--- config.mk ---
export PLATFORM = sky130hd
export DESIGN_NAME = ppss_divider
export DESIGN_NICKNAME = d
export VERILOG_FILES = /design/src/rtl/periodic_packet_stats_sampler_top_assert.svh /design/src/rtl/ppss_pkg.sv /design/src/rtl/ppss_divider.sv
export SDC_FILE = /design/constraint.sdc
export NUM_CORES = 1
export LEC_CHECK = 0
export BUFFER_PORTS_ARGS = -buffer_cell sky130_fd_sc_hd__buf_4
export CAP_MARGIN = 30
export CORE_ASPECT_RATIO = 0.8
export CORE_MARGIN = 2
export CORE_UTILIZATION = 30
export CTS_CLUSTER_SIZE = 24
export DETAILED_ROUTE_END_ITERATION = 8
export SLEW_MARGIN = 15
export SYNTH_ARGS = -nofsm -noshare
export SYNTH_HDL_FRONTEND = slang
export SYNTH_SLANG_ARGS = --single-unit
--- constraint.sdc ---
create_clock -name i_clk -period 4.2 [get_ports i_clk]
set_input_delay 0.21 -clock i_clk [delete_from_list [all_inputs] [get_ports i_clk]]
set_output_delay 0.21 -clock i_clk [all_outputs]
set_load 0.02 [all_outputs]
--- src/rtl/periodic_packet_stats_sampler_top_assert.svh ---
// Assertion macros for the periodic packet statistics sampler.
`ifndef PERIODIC_PACKET_STATS_SAMPLER_TOP_ASSERT_SVH
`define PERIODIC_PACKET_STATS_SAMPLER_TOP_ASSERT_SVH

// Same-cycle implication, checked outside reset.
`define PPSS_ASSERT_NOW(lbl, ante, cons, msg) \
    lbl: assert property (@(posedge i_clk) disable iff (!i_rst_n) \
        (ante) |-> (cons)) else $error(msg);

// Next-cycle implication, checked outside reset.
`define PPSS_ASSERT_NEXT(lbl, ante, cons, msg) \
    lbl: assert property (@(posedge i_clk) disable iff (!i_rst_n) \
        (ante) |=> (cons)) else $error(msg);

`endif

--- src/rtl/ppss_pkg.sv ---
// Package: widths, codes, item types and defaults of the packet stats sampler.
package ppss_pkg;

    localparam int TS_W       = 63;
    localparam int LEN_W      = 16;
    localparam int TOT_W      = 32;
    localparam int PER_W      = 48;
    localparam int NB_W       = 64;
    localparam int CFG_IDX_W  = 1;
    localparam int CFG_DATA_W = 63;

    localparam int DEFAULT_FIFO_DEPTH = 256;

    // register indexes
    localparam logic [CFG_IDX_W-1:0] CFG_SAMPLE_PERIOD  = 1'd0;
    localparam logic [CFG_IDX_W-1:0] CFG_FIRST_BOUNDARY = 1'd1;

    // item function codes
    localparam logic FUNC_PACKET = 1'b0;
    localparam logic FUNC_READ   = 1'b1;

    localparam logic [PER_W-1:0] PERIOD_RESET   = 48'd1000000;
    localparam logic [NB_W-1:0]  BOUNDARY_RESET = 64'd0;

    typedef struct packed {
        logic             func;
        logic [TS_W-1:0]  timestamp;
        logic [LEN_W-1:0] packet_length;
    } t_in_item;

    typedef struct packed {
        logic             sample_lost;
        logic             sample_valid;
        logic [TS_W-1:0]  sample_time;
        logic [TOT_W-1:0] sample_packets;
        logic [TOT_W-1:0] sample_byte_total;
    } t_out_item;

    typedef struct packed {
        logic [TS_W-1:0]  time_ns;
        logic [TOT_W-1:0] packets;
        logic [TOT_W-1:0] bytes;
    } t_sample;

    typedef struct packed {
        logic push;
        logic pop;
    } t_fifo_ctrl;

    typedef struct packed {
        logic full;
        logic empty;
    } t_fifo_status;

    typedef struct packed {
        logic             done;
        logic [PER_W-1:0] rem;
    } t_div_result;

endpackage

--- src/rtl/ppss_divider.sv ---
// Bit-serial restoring remainder unit: one dividend bit per cycle.
module ppss_divider
    import ppss_pkg::*;
(
    input  logic              i_clk,
    input  logic              i_rst_n,
    input  logic              i_start,
    input  logic [TS_W-1:0]   i_dividend,
    input  logic [PER_W-1:0]  i_divisor,
    output t_div_result       o_result
);

    localparam int CNT_W = $clog2(TS_W);
    localparam logic [CNT_W-1:0] LAST = CNT_W'(TS_W - 1);

    logic             r_busy;
    logic             r_done;
    logic [CNT_W-1:0] r_cnt;
    logic [TS_W-1:0]  r_dvd;
    logic [PER_W-1:0] r_rem;

    logic [PER_W:0]   trial;
    logic [PER_W:0]   diff;
    logic             ge;

    // shift in the next dividend bit and subtract where it fits
    always_comb begin
        trial = {r_rem, r_dvd[TS_W-1]};
        diff  = trial - {1'b0, i_divisor};
        ge    = (trial >= {1'b0, i_divisor});
    end

    always_ff @(posedge i_clk) begin
        if (!i_rst_n) begin
            r_busy <= 1'b0;
            r_done <= 1'b0;
            r_cnt  <= '0;
        end else begin
            r_done <= 1'b0;
            if (i_start) begin
                r_busy <= 1'b1;
                r_cnt  <= '0;
            end else if (r_busy) begin
                r_cnt <= r_cnt + CNT_W'(1);
                if (r_cnt == LAST) begin
                    r_busy <= 1'b0;
                    r_done <= 1'b1;
                end
            end
        end
    end

    // datapath
    always_ff @(posedge i_clk) begin
        if (i_start) begin
            r_dvd <= i_dividend;
            r_rem <= '0;
        end else if (r_busy) begin
            r_dvd <= {r_dvd[TS_W-2:0], 1'b0};
            r_rem <= ge ? diff[PER_W-1:0] : trial[PER_W-1:0];
        end
    end

    assign o_result.done = r_done;
    assign o_result.rem  = r_rem;

endmodule

# Yosys cells after proc, flatten, opt, wreduce, memory -nomap -nowiden
# Index checks and enable logic that the tools add are counted.
word_totals:
  elab_cells: 21
  out_inout_bits: 49
  regBits: 119
  in_bits: 114
classes:
  mux: 7
  eq_ne: 1
  reduce_logical: 3
  add_sub_neg: 2
  magnitude_cmp: 1
  bitwise_logic: 2
op_table:
  columns: ["op", "count"]
  rows:
  - ["two-way mux 63 bit", 2]
  - ["greater-or-equal comparator 49 x 48 -> 1 bit", 1]
  - ["two-way mux 48 bit", 1]
  - ["subtractor 48 bit", 1]
  - ["adder 6 x 1 -> 6 bit (second input constant)", 1]
  - ["== test 6 bit (second input constant)", 1]
  - ["two-way mux 1 bit", 4]
  - ["OR reduction 3 bit", 1]
  - ["NOT 1 bit", 2]
  - ["nonzero test 2 bit", 1]
  - ["OR reduction 2 bit", 1]

# Logic depth before layout (Yosys ltp)
# Gate-level depths: netlist (run 1).
depth:
  ltp_word: 4
  mapped_depth: 14
  mapped_depth_nobuf: 13

# Worst setup path before layout (run 1)
# OpenSTA, ideal clock, no wires.
synth_path:
  kind: "register to register"
  from: "register r_rem[21]"
  to: "register r_rem[2]"
  path_stages_with_launch: 13
  slack_ps: 1146
  arrival_time_ps: 2926
  path_buffers: 2
  t_required_ps: 4072
  setup_ps: 128
  synth_period_minus_slack_ps: 3054
  path_cell_list: "dfxtp_1 -> ha_1 -> buf_6 -> a21o_1 -> a21o_1 -> a221o_1 -> a211o_1 -> o31ai_4 -> o21a_1 -> buf_6 -> mux2_1 -> mux2i_1 -> nor2_1"
synth_between:
  elab_chain_cells: 2
synth_lines:
  columns: ["element", "line_no", "text"]
  rows:
  - ["start: declaration", "ppss_divider.sv:20", "logic [PER_W-1:0] r_rem;"]
  - ["start signal: assignment", "ppss_divider.sv:60", "r_rem <= ge ? diff[PER_W-1:0] : trial[PER_W-1:0];"]
  - ["greater-or-equal comparator 49 x 48 -> 1 bit", "ppss_divider.sv:30", "ge = (trial >= {1'b0, i_divisor});"]
  - ["two-way mux 48 bit", "ppss_divider.sv:60", null]
# No other way between the ends.
# A chain may end at the register's enable or synchronous reset.

# Final worst setup path (run 1)
layout_path:
  from: "register r_dvd[62]"
  to: "register r_rem[44]"
layout_between:
  elab_chain_cells: 2
  elab_cells_between_ends: 3
  classes_between: "add/sub: 1; order compare: 1; mux: 1"
layout_lines:
  columns: ["element", "line_no", "text"]
  rows:
  - ["start: declaration", "ppss_divider.sv:19", "logic [TS_W-1:0] r_dvd;"]
  - ["start signal: assignment", "ppss_divider.sv:56", "r_dvd <= i_dividend;"]
  - ["start signal: assignment", "ppss_divider.sv:59", "r_dvd <= {r_dvd[TS_W-2:0], 1'b0};"]
  - ["subtractor 48 bit or greater-or-equal comparator 49 x 48 -> 1 bit (tied branches)", "ppss_divider.sv:29, ppss_divider.sv:30", null]
  - ["two-way mux 48 bit (*)", "ppss_divider.sv:60", null]
# Every way passes the cells marked *; elsewhere a longest branch is shown, timed or not.

==> results_dict.tcl, run 1 <==
set metrics [dict create \
    cts_tree "built" \
    grt_pass1_wl_mm 36.3 \
    rsz0062_at_grt "false" \
    arrival_ps 3870 \
    drt-total-wl_mm 23.0 \
    cts-resized-gates 0 \
    ir_worst_vdd_mv 0.178 \
    setup_slack_ps 627 \
    finalSetupTns_ps 0 \
    die_w_um 187 \
    syn2layout_area_growth_pct 25.9 \
    grt_start_max_net_pins 80 \
    drc 0 \
    clk_path_buf_depth 2 \
    fp-row-count 53 \
    status "finished, final reports clean" \
    ys_async_sr_fraction_pct 0 \
    final_area_um2 10200 \
    synthCells 875 \
    syn_area_um2 8070 \
    worstSetupPathType "flip-flop to flip-flop" \
    drtIter0Drc 496 \
    vias 7098 \
    dp_hpwl_mm 17.1 \
    finalNonFillerCells 1388 \
    max_slew.worst_pin.slew_ps 908 \
    power_frac_seq_pct 37.4 \
    power_frac_clock_pct 40.5 \
    synth-seq-cells 119 \
    power_mw 3.72 \
    htree_levels 4 \
    ys_types 62 \
    wl_per_cell_um 16.6 \
    die_area_um2 28200 \
    ys_seq_area_share_pct 37.4 \
    num-fill-cells 2675 \
    p_comb_share_pct 22.1 \
    finalHoldViolCount 0 \
    p_sw_mw 1.08 \
    post-cts-setup-buffer-count 0 \
    syn_nets 1040 \
    min_period_ps 3570 \
    crit_path_end_kind "flip-flop" \
    via_per_inst 5.11 \
    clkTransAtPathRegs_ps 60 \
    gp_congestion 0.857 \
    portBuffers 162 \
    die_y_um 151 \
    layout-drive-gt1-share_pct 26.3 \
    drv_slew 0 \
    start_kind "flip-flop" \
    post-route-period-util_pct 85.1 \
    finClkSkew_ps 16.5 \
    p_sw_share_pct 29.1 \
    insertion_delay_ps 430 \
    cts_root_buffer "clkbuf_16" \
    diodes 0 \
    synth_ff_type "edfxtp_1" \
    cts_made_buffers 17 \
    slew_headroom_pct 39.4 \
    placed_cell_area_um2 9560 \
    required_ps 4490 \
    crit_fanout 6 \
    dp_cells 1355 \
    initial_core_util_pct 30.6 \
    dp_slack_ps 658 \
    ys_warn_count 0 \
    holdCritPathClass "input port to flip-flop" \
    setup_violations 0 \
    power.density_nw_per_um2 366 \
    avgSynthCellArea_um2 9.22 \
    dr.pass1.iters 5 \
    grt_remaining_overflow 0 \
    p_int_mw 2.63 \
    grt_usage_pct 16.2 \
    nNetsFinal 1183 \
    synth_edf_count 63 \
    max_freq_ghz 0.280 \
    first_global_vias 6801 \
    p_leak_nw 4.39 \
    antenna_found_initial 0 \
    ioPinCount 163 \
    drv_cap 0 \
    core_um2 26300 \
    postRouteAntennaNets 0 \
    clock_sinks 119 \
]
[power groups by stage]
stage | logic [mW] | registers [mW] | clock network, mW
floorplan | 0.519 | 1.43 | 0
global route | 0.905 | 1.40 | 1.58
global placement | 0.804 | 1.41 | 0
detailed placement | 0.809 | 1.42 | 0
finish | 0.820 | 1.39 | 1.50
CTS | 0.817 | 1.39 | 1.53
[Yosys cell counts (7+ instances only)]
cell type,number,area share (%)
nand2_1,52,2.4
a22oi_1,9,0.84
nor2_1,91,4.2
nor3_1,8,0.50
edfxtp_1,63,23
nand2b_1,7,0.54
o21ai_1,13,0.81
mux2i_1,15,1.9
o21ai_0,27,1.7
clkbuf_1,34,1.6
dfxtp_1,56,14
o21a_1,9,0.84
inv_1,64,3.0
nand4_1,20,1.6
a21o_1,17,1.6
nand3_1,8,0.50
xnor2_1,19,2.1
a31oi_1,10,0.78
o31a_1,8,0.87
a211oi_1,41,3.8
a21oi_1,79,4.9
mux2_2,62,8.7
xor2_1,25,2.7
ha_1,50,7.8
[cells in the final DEF (no fill, tap or decap), drive strengths merged, types with 3 or more instances in the layout]
cell and instances:
buf 170, nor2 91, a21oi 79, inv 65, mux2 64, edfxtp 63
dfxtp 56, nand2 52, ha 50, a211oi 43, o21ai 40, xor2 25
nand4 20, xnor2 19, clkbuf 19, a21o 17, mux2i 15, a31oi 10
a22oi 9, o21a 9, o31a 8, nor3 8, nand3 8, clkinv 8
nand2b 7, o211ai 6, o21bai 6, and3 5, and2 5, nor2b 4
nor4 4, a21boi 4, or3 4, a2111oi 3, o221ai 3, bufinv 3
[final cells by class]
type	instances	area, um2	share of cell area (%)
clock buffers	19	433	4.26
clock inverters	13	155	1.53
repair buffers	171	1300	12.8
inverters	65	244	2.40
flip-flops and latches	119	3010	29.7
well taps	357	447	4.40
multi-input cells	644	4560	44.9
[cell families after synthesis]
group	Yosys count	synth area share, %
simple gates	217	12.5
xor+xnor	44	4.78
fa+ha+maj	51	8.00
flops	119	37.4
compound gates	253	20.5
mux	79	10.8
buf+inv	112	6.10
[state kept, by name (all words and copies together) (netlist names)]
name    flops
r_done      1
r_rem      48
r_dvd      63
r_busy      1
r_cnt       6
[layer usage]
layer / part of all wire [%] / wire length, um / track usage [%] / vias to the layer above
li1: - / - / - / 3487
met1: 49 / 11400 / 23.0 / 3368
met2: 44 / 10000 / 24.4 / 213
met3: 5.3 / 1210 / 3.40 / 30
met4: 1.8 / 419 / 5.44 / 0
met5: 0 / 0 / 0 / -
[through the flow]
step	hold slack, ps	utilization [%]
3_5_place_dp	433	36.3
2_1_floorplan	328	-
5_1_grt	78.9	38.6
6_report	77.5	38.6
3_3_place_gp	430	36.2
4_1_cts	69.8	38.6
[what timing repair did]
item,4_1_cts,5_1_grt
hold buffers,1,0
endpoints found under the setup margin,0,0
endpoints found under the hold margin,1,0
[critical path: stages (launching register included)]
cell and delay, ps:
edfxtp_1 390, inv_1 70, ha_1 160, inv_1 50
fa_1 390, a21oi_1 220, o221ai_1 260, a2111oi_0 520
o21ai_1 290, a21oi_1 320, nor3b_1 150, a31o_2 290
a211oi_1 260, o21ai_1 80
[final timing paths]
path,start,slack [ps],endpoint,cells past startpoint
setup / recovery,r_dvd[62],630,r_rem[44],13
hold / removal,i_dividend[0],80,r_dvd[0],2
setup reg to reg,r_dvd[62],630,r_rem[44],13
hold reg to reg,r_cnt[5],490,r_cnt[5],2
Note: power is estimated with default switching activity, not from simulation.
==> run 2, diff against run 1 <==
clock period = 4 ns   (was 4.2 ns; I/O delays follow)
==> results_dict.tcl, run 2 (synthesized netlist as in run 1, its figures left out) <==
set metrics [dict create \
    gp_congestion 0.858 \
    fp-row-count 53 \
    worstSetupPathType "flip-flop to flip-flop" \
    post-route-period-util_pct 92.3 \
    drc 0 \
    grt_start_max_net_pins 78 \
    largest_register "r_dvd" \
    dp_slack_ps 409 \
    max_freq_ghz 0.271 \
    dp_cells 1353 \
    core_um2 26300 \
    max_slew.worst_pin.slew_ps 877 \
    mostFrequentLayoutCell "buf_4" \
    grt_remaining_overflow 0 \
    hold_ws_ps 65.8 \
    p_sw_mw 1.14 \
    ir_worst_vdd_mv 0.188 \
    rsz0062_at_grt "false" \
    required_ps 4340 \
    postRouteAntennaNets 0 \
    p_int_mw 2.65 \
    dp_hpwl_mm 17.0 \
    cts_root_buffer "clkbuf_16" \
    via_per_inst 5.00 \
    portBuffers 162 \
    insertion_delay_ps 420 \
    first_global_vias 6643 \
    rrSetupSlack_ps 310 \
    finalHoldViolCount 0 \
    crit_fanout 6 \
    power_frac_clock_pct 38.8 \
    p_leak_nw 4.38 \
    clk_path_buf_depth 2 \
    holdCritPathClass "input port to flip-flop" \
    drv_slew 0 \
    layout-drive-gt1-share_pct 26.4 \
    r2r_start "r_dvd[62]" \
    diodes 0 \
    htree_levels 4 \
    grt_pass1_wl_mm 35.9 \
    setup_slack_ps 309 \
    start_kind "flip-flop" \
    hold_start "i_dividend[0]" \
    power.density_nw_per_um2 374 \
    power_frac_seq_pct 38.8 \
    r2r_end "r_rem[34]" \
    finalSetupTns_ps 0 \
    setup_violations 0 \
    largest_reg_flops 63 \
    status "finished, final reports clean" \
    dr.pass1.iters 4 \
    min_period_ps 3690 \
    slew_headroom_pct 40.0 \
    layout_common_cells "buf_4, nor2_1, a21oi_1" \
    seq_area_um2 3010 \
    largest_registers "r_dvd: 63 flops, r_rem: 48 flops, r_cnt: 6 flops" \
    antenna_found_initial 0 \
    nNetsFinal 1182 \
    wl_per_cell_um 16.4 \
    die_y_um 151 \
    drv_cap 0 \
    p_sw_share_pct 30.1 \
    crit_path_end_kind "flip-flop" \
    finClkSkew_ps 13.4 \
    cts_made_buffers 17 \
    syn2layout_area_growth_pct 25.5 \
    multi_input_area_um2 4560 \
    drtIter0Drc 409 \
    vias 6939 \
    die_area_um2 28200 \
    cts_tree "built" \
    cts-resized-gates 0 \
    initial_core_util_pct 30.6 \
    num-fill-cells 2716 \
    clock_sinks 119 \
    p_comb_share_pct 22.5 \
    worstRegToRegCells 13 \
    ioPinCount 163 \
    drt-total-wl_mm 22.8 \
    finalNonFillerCells 1387 \
    grt_usage_pct 16.1 \
    clkTransAtPathRegs_ps 70 \
    min_to "r_dvd[0]" \
    hold_path_depth 2 \
    arrival_ps 4030 \
    die_w_um 187 \
]
[run 2: worst max-delay path by stage]
stage	startpoint	end	slack (ps)	cells after the start
after CTS	r_dvd[62]	r_rem[40]	380	13
after global placement	r_rem[21]	r_rem[18]	620	11
after global routing	r_dvd[62]	r_rem[40]	90	13
final	r_dvd[62]	r_rem[34]	310	13
after floorplan	r_rem[21]	r_rem[2]	950	12
after detailed placement	r_dvd[62]	r_rem[40]	410	13
[run 2: worst max-delay path: stages, from the launching register on]
cell and delay [ps]:
edfxtp_1 400, inv_1 70, ha_1 160, inv_1 50, fa_1 390, a21oi_1 250
o221ai_1 260, a2111oi_0 600, o21ai_1 320, a21boi_0 430, o21ai_0 200, xor2_1 160
mux2i_1 80, a211oi_1 240
[run 2: power by group through the flow]
stage / clock [mW] / combinational (mW) / sequential [mW]
floorplan: 0 / 0.545 / 1.51
global placement: 0 / 0.838 / 1.49
detailed placement: 0 / 0.840 / 1.49
CTS: 1.50 / 0.847 / 1.47
global route: 1.56 / 0.942 / 1.48
finish: 1.47 / 0.850 / 1.47
[run 2: through the flow]
stage	power [mW]	util, %	instance area (um2)
floorplan	2.05	-	8070
global placement	2.33	36.2	9540
detailed placement	2.33	36.2	9540
CTS	3.82	38.4	10100
global route	3.98	38.5	10100
finish	3.79	38.5	10100
[run 2: final cells by class]
| type | instances | share of cell area, % |
|---|---|---|
| Multi-Input combinational cell | 644 | 45.1 |
| Clock inverter | 14 | 1.25 |
| Clock buffer | 18 | 4.24 |
| Tap cell | 357 | 4.41 |
| Inverter | 65 | 2.41 |
| Sequential cell | 119 | 29.8 |
| Timing Repair Buffer | 170 | 12.9 |
[run 2: timing repair]
action / 4_1_cts / 5_1_grt
buffers inserted: 0 / 0
hold buffers: 1 / 0
endpoints found under the hold margin: 1 / 0
[run 2: layer usage]
metal  global-route usage (%)  part of all wire (%)  vias to the layer above
li1                         -                     -                     3493
met1                     22.9                    50                     3232
met2                     24.3                    43                      189
met3                     3.71                   5.7                       25
met4                     4.09                   1.6                        0
met5                        0                     0                        -
==> run 3, diff against run 2 <==
PLACE_DENSITY = 0.55   (was unset)
==> results_dict.tcl, run 3 (synthesized netlist as in run 1, its figures left out) <==
set metrics [dict create \
    status "finished, final reports clean" \
    power_frac_clock_pct 42.2 \
    die_y_um 151 \
    die_w_um 187 \
    finalNonFillerCells 1389 \
    num-fill-cells 2686 \
    max_freq_ghz 0.264 \
    dr.pass1.iters 7 \
    drtIter0Drc 534 \
    path_cells "inv_1 -> ha_1 -> inv_1 -> fa_1 -> a21oi_1 -> o221ai_1 -> a2111oi_0 -> o21ai_1 -> a31oi_1 -> o21ai_0 -> a21boi_0 -> xor2_1 -> o21ai_1" \
    start_kind "flip-flop" \
    postRouteAntennaNets 0 \
    slowest_delay_ps 600 \
    p_leak_nw 4.41 \
    cts_made_buffers 17 \
    grt_remaining_overflow 0 \
    post-route-period-util_pct 94.8 \
    layout_common_cells "buf_4, nor2_1, a21oi_1" \
    clock_sinks 119 \
    holdCritPathClass "input port to flip-flop" \
    wl_per_cell_um 16.4 \
    max_slew.worst_pin.slew_ps 839 \
    slew_headroom_pct 44.0 \
    first_global_vias 6613 \
    arrival_ps 4080 \
    finalHoldViolCount 0 \
    fp-row-count 53 \
    largest_registers "r_dvd: 63 flops, r_rem: 48 flops, r_cnt: 6 flops" \
    grt_start_max_net_pins 79 \
    insertion_delay_ps 430 \
    crit_path_end_kind "flip-flop" \
    crit_fanout 6 \
    drv_slew 0 \
    htree_levels 4 \
    p_comb_share_pct 21.4 \
    via_per_inst 5.03 \
    drc 0 \
    ioPinCount 163 \
    layout-drive-gt1-share_pct 26.5 \
    final_core_util_pct 38.8 \
    largest_register "r_dvd" \
    rsz0062_at_grt "false" \
    grt_pass1_wl_mm 35.7 \
    dp_hpwl_mm 16.9 \
    power_frac_seq_pct 36.5 \
    antenna_found_initial 0 \
    setup_violations 0 \
    initial_core_util_pct 30.6 \
    power.density_nw_per_um2 392 \
    p_int_mw 2.89 \
    clk_path_buf_depth 2 \
    cts_root_buffer "clkbuf_16" \
    finClkSkew_ps 11.4 \
    nNetsFinal 1184 \
    critPathTopFamily "compound AO/OA/AOI/OAI gates" \
    vias 6989 \
    mostFrequentLayoutCell "buf_4" \
    portBuffers 162 \
    dp_cells 1355 \
    gp_congestion 0.841 \
    drt-total-wl_mm 22.8 \
    p_sw_mw 1.12 \
    diodes 0 \
    clkTransAtPathRegs_ps 60 \
    syn2layout_area_growth_pct 26.7 \
    die_area_um2 28200 \
    critPathBufInv 2 \
    core_um2 26300 \
    largest_reg_flops 63 \
    cts_tree "built" \
    ir_worst_vdd_mv 0.265 \
    required_ps 4290 \
    grt_usage_pct 16.0 \
    cpMaxStageDelayCell "a2111oi_0" \
    p_sw_share_pct 28.0 \
    drv_cap 0 \
    min_period_ps 3790 \
    finalSetupTns_ps 0 \
    cts-resized-gates 0 \
    worstSetupPathType "flip-flop to flip-flop" \
]
run 3: changes by cell type in the layout (fill, tap and decap cells not counted), sizes merged:
cell      before  now
bufinv         1    5
clkinv         9    5
clkinvlp       2    5
inv           67   64
buf          169  171
run 3: final timing paths:
path / depth (start not counted) / slack (ps) / to / startpoint
max: 13 / 210 / r_rem[36] / r_dvd[62]
min: 2 / 70 / r_dvd[0] / i_dividend[0]
min reg2reg: 1 / 470 / r_cnt[1] / r_busy
max reg2reg: 13 / 210 / r_rem[36] / r_dvd[62]
run 3: cell type report:
class / instances / area, um2 / area share (%)
clock buffer: 18 / 429 / 4.20
clock inverter: 14 / 206 / 2.02
inverter: 65 / 244 / 2.39
multi-input combinational: 644 / 4560 / 44.7
sequential: 119 / 3010 / 29.5
tap: 357 / 447 / 4.37
timing repair buffer: 172 / 1310 / 12.9
run 3: stage by stage:
stage                     hold slack (ps)  setup WS [ps]  power, mW  cell area, um2
final                                70.5            208       4.01           10200
after global routing                 58.3           10.8       4.20           10200
after CTS                            56.7            273       4.04           10200
after detailed placement              423            296       2.33            9540
after global placement                419            515       2.33            9540
after floorplan                       318            946       2.05            8070
run 3: what timing repair did:
item	in CTS	in global routing
hold endpoints to repair	1	0
setup buffers	0	0
setup endpoints to repair	0	0
hold buffers	1	0
run 3: metal layers:
layer  vias up  wire [um]  global-route usage, %
met5         -          0                      0
met4         0        258                   4.13
met3        17       1150                   3.73
met2       181       9820                   23.5
met1      3294      11600                   23.3
li1       3497          -                      -
run 3: power by group through the flow:
| stage | clock network (mW) | registers, mW | logic, mW |
|---|---|---|---|
| after CTS | 1.73 | 1.46 | 0.851 |
| after floorplan | 0 | 1.51 | 0.545 |
| after detailed placement | 0 | 1.49 | 0.845 |
| after global placement | 0 | 1.49 | 0.845 |
| after global routing | 1.78 | 1.47 | 0.944 |
| final | 1.69 | 1.46 | 0.857 |
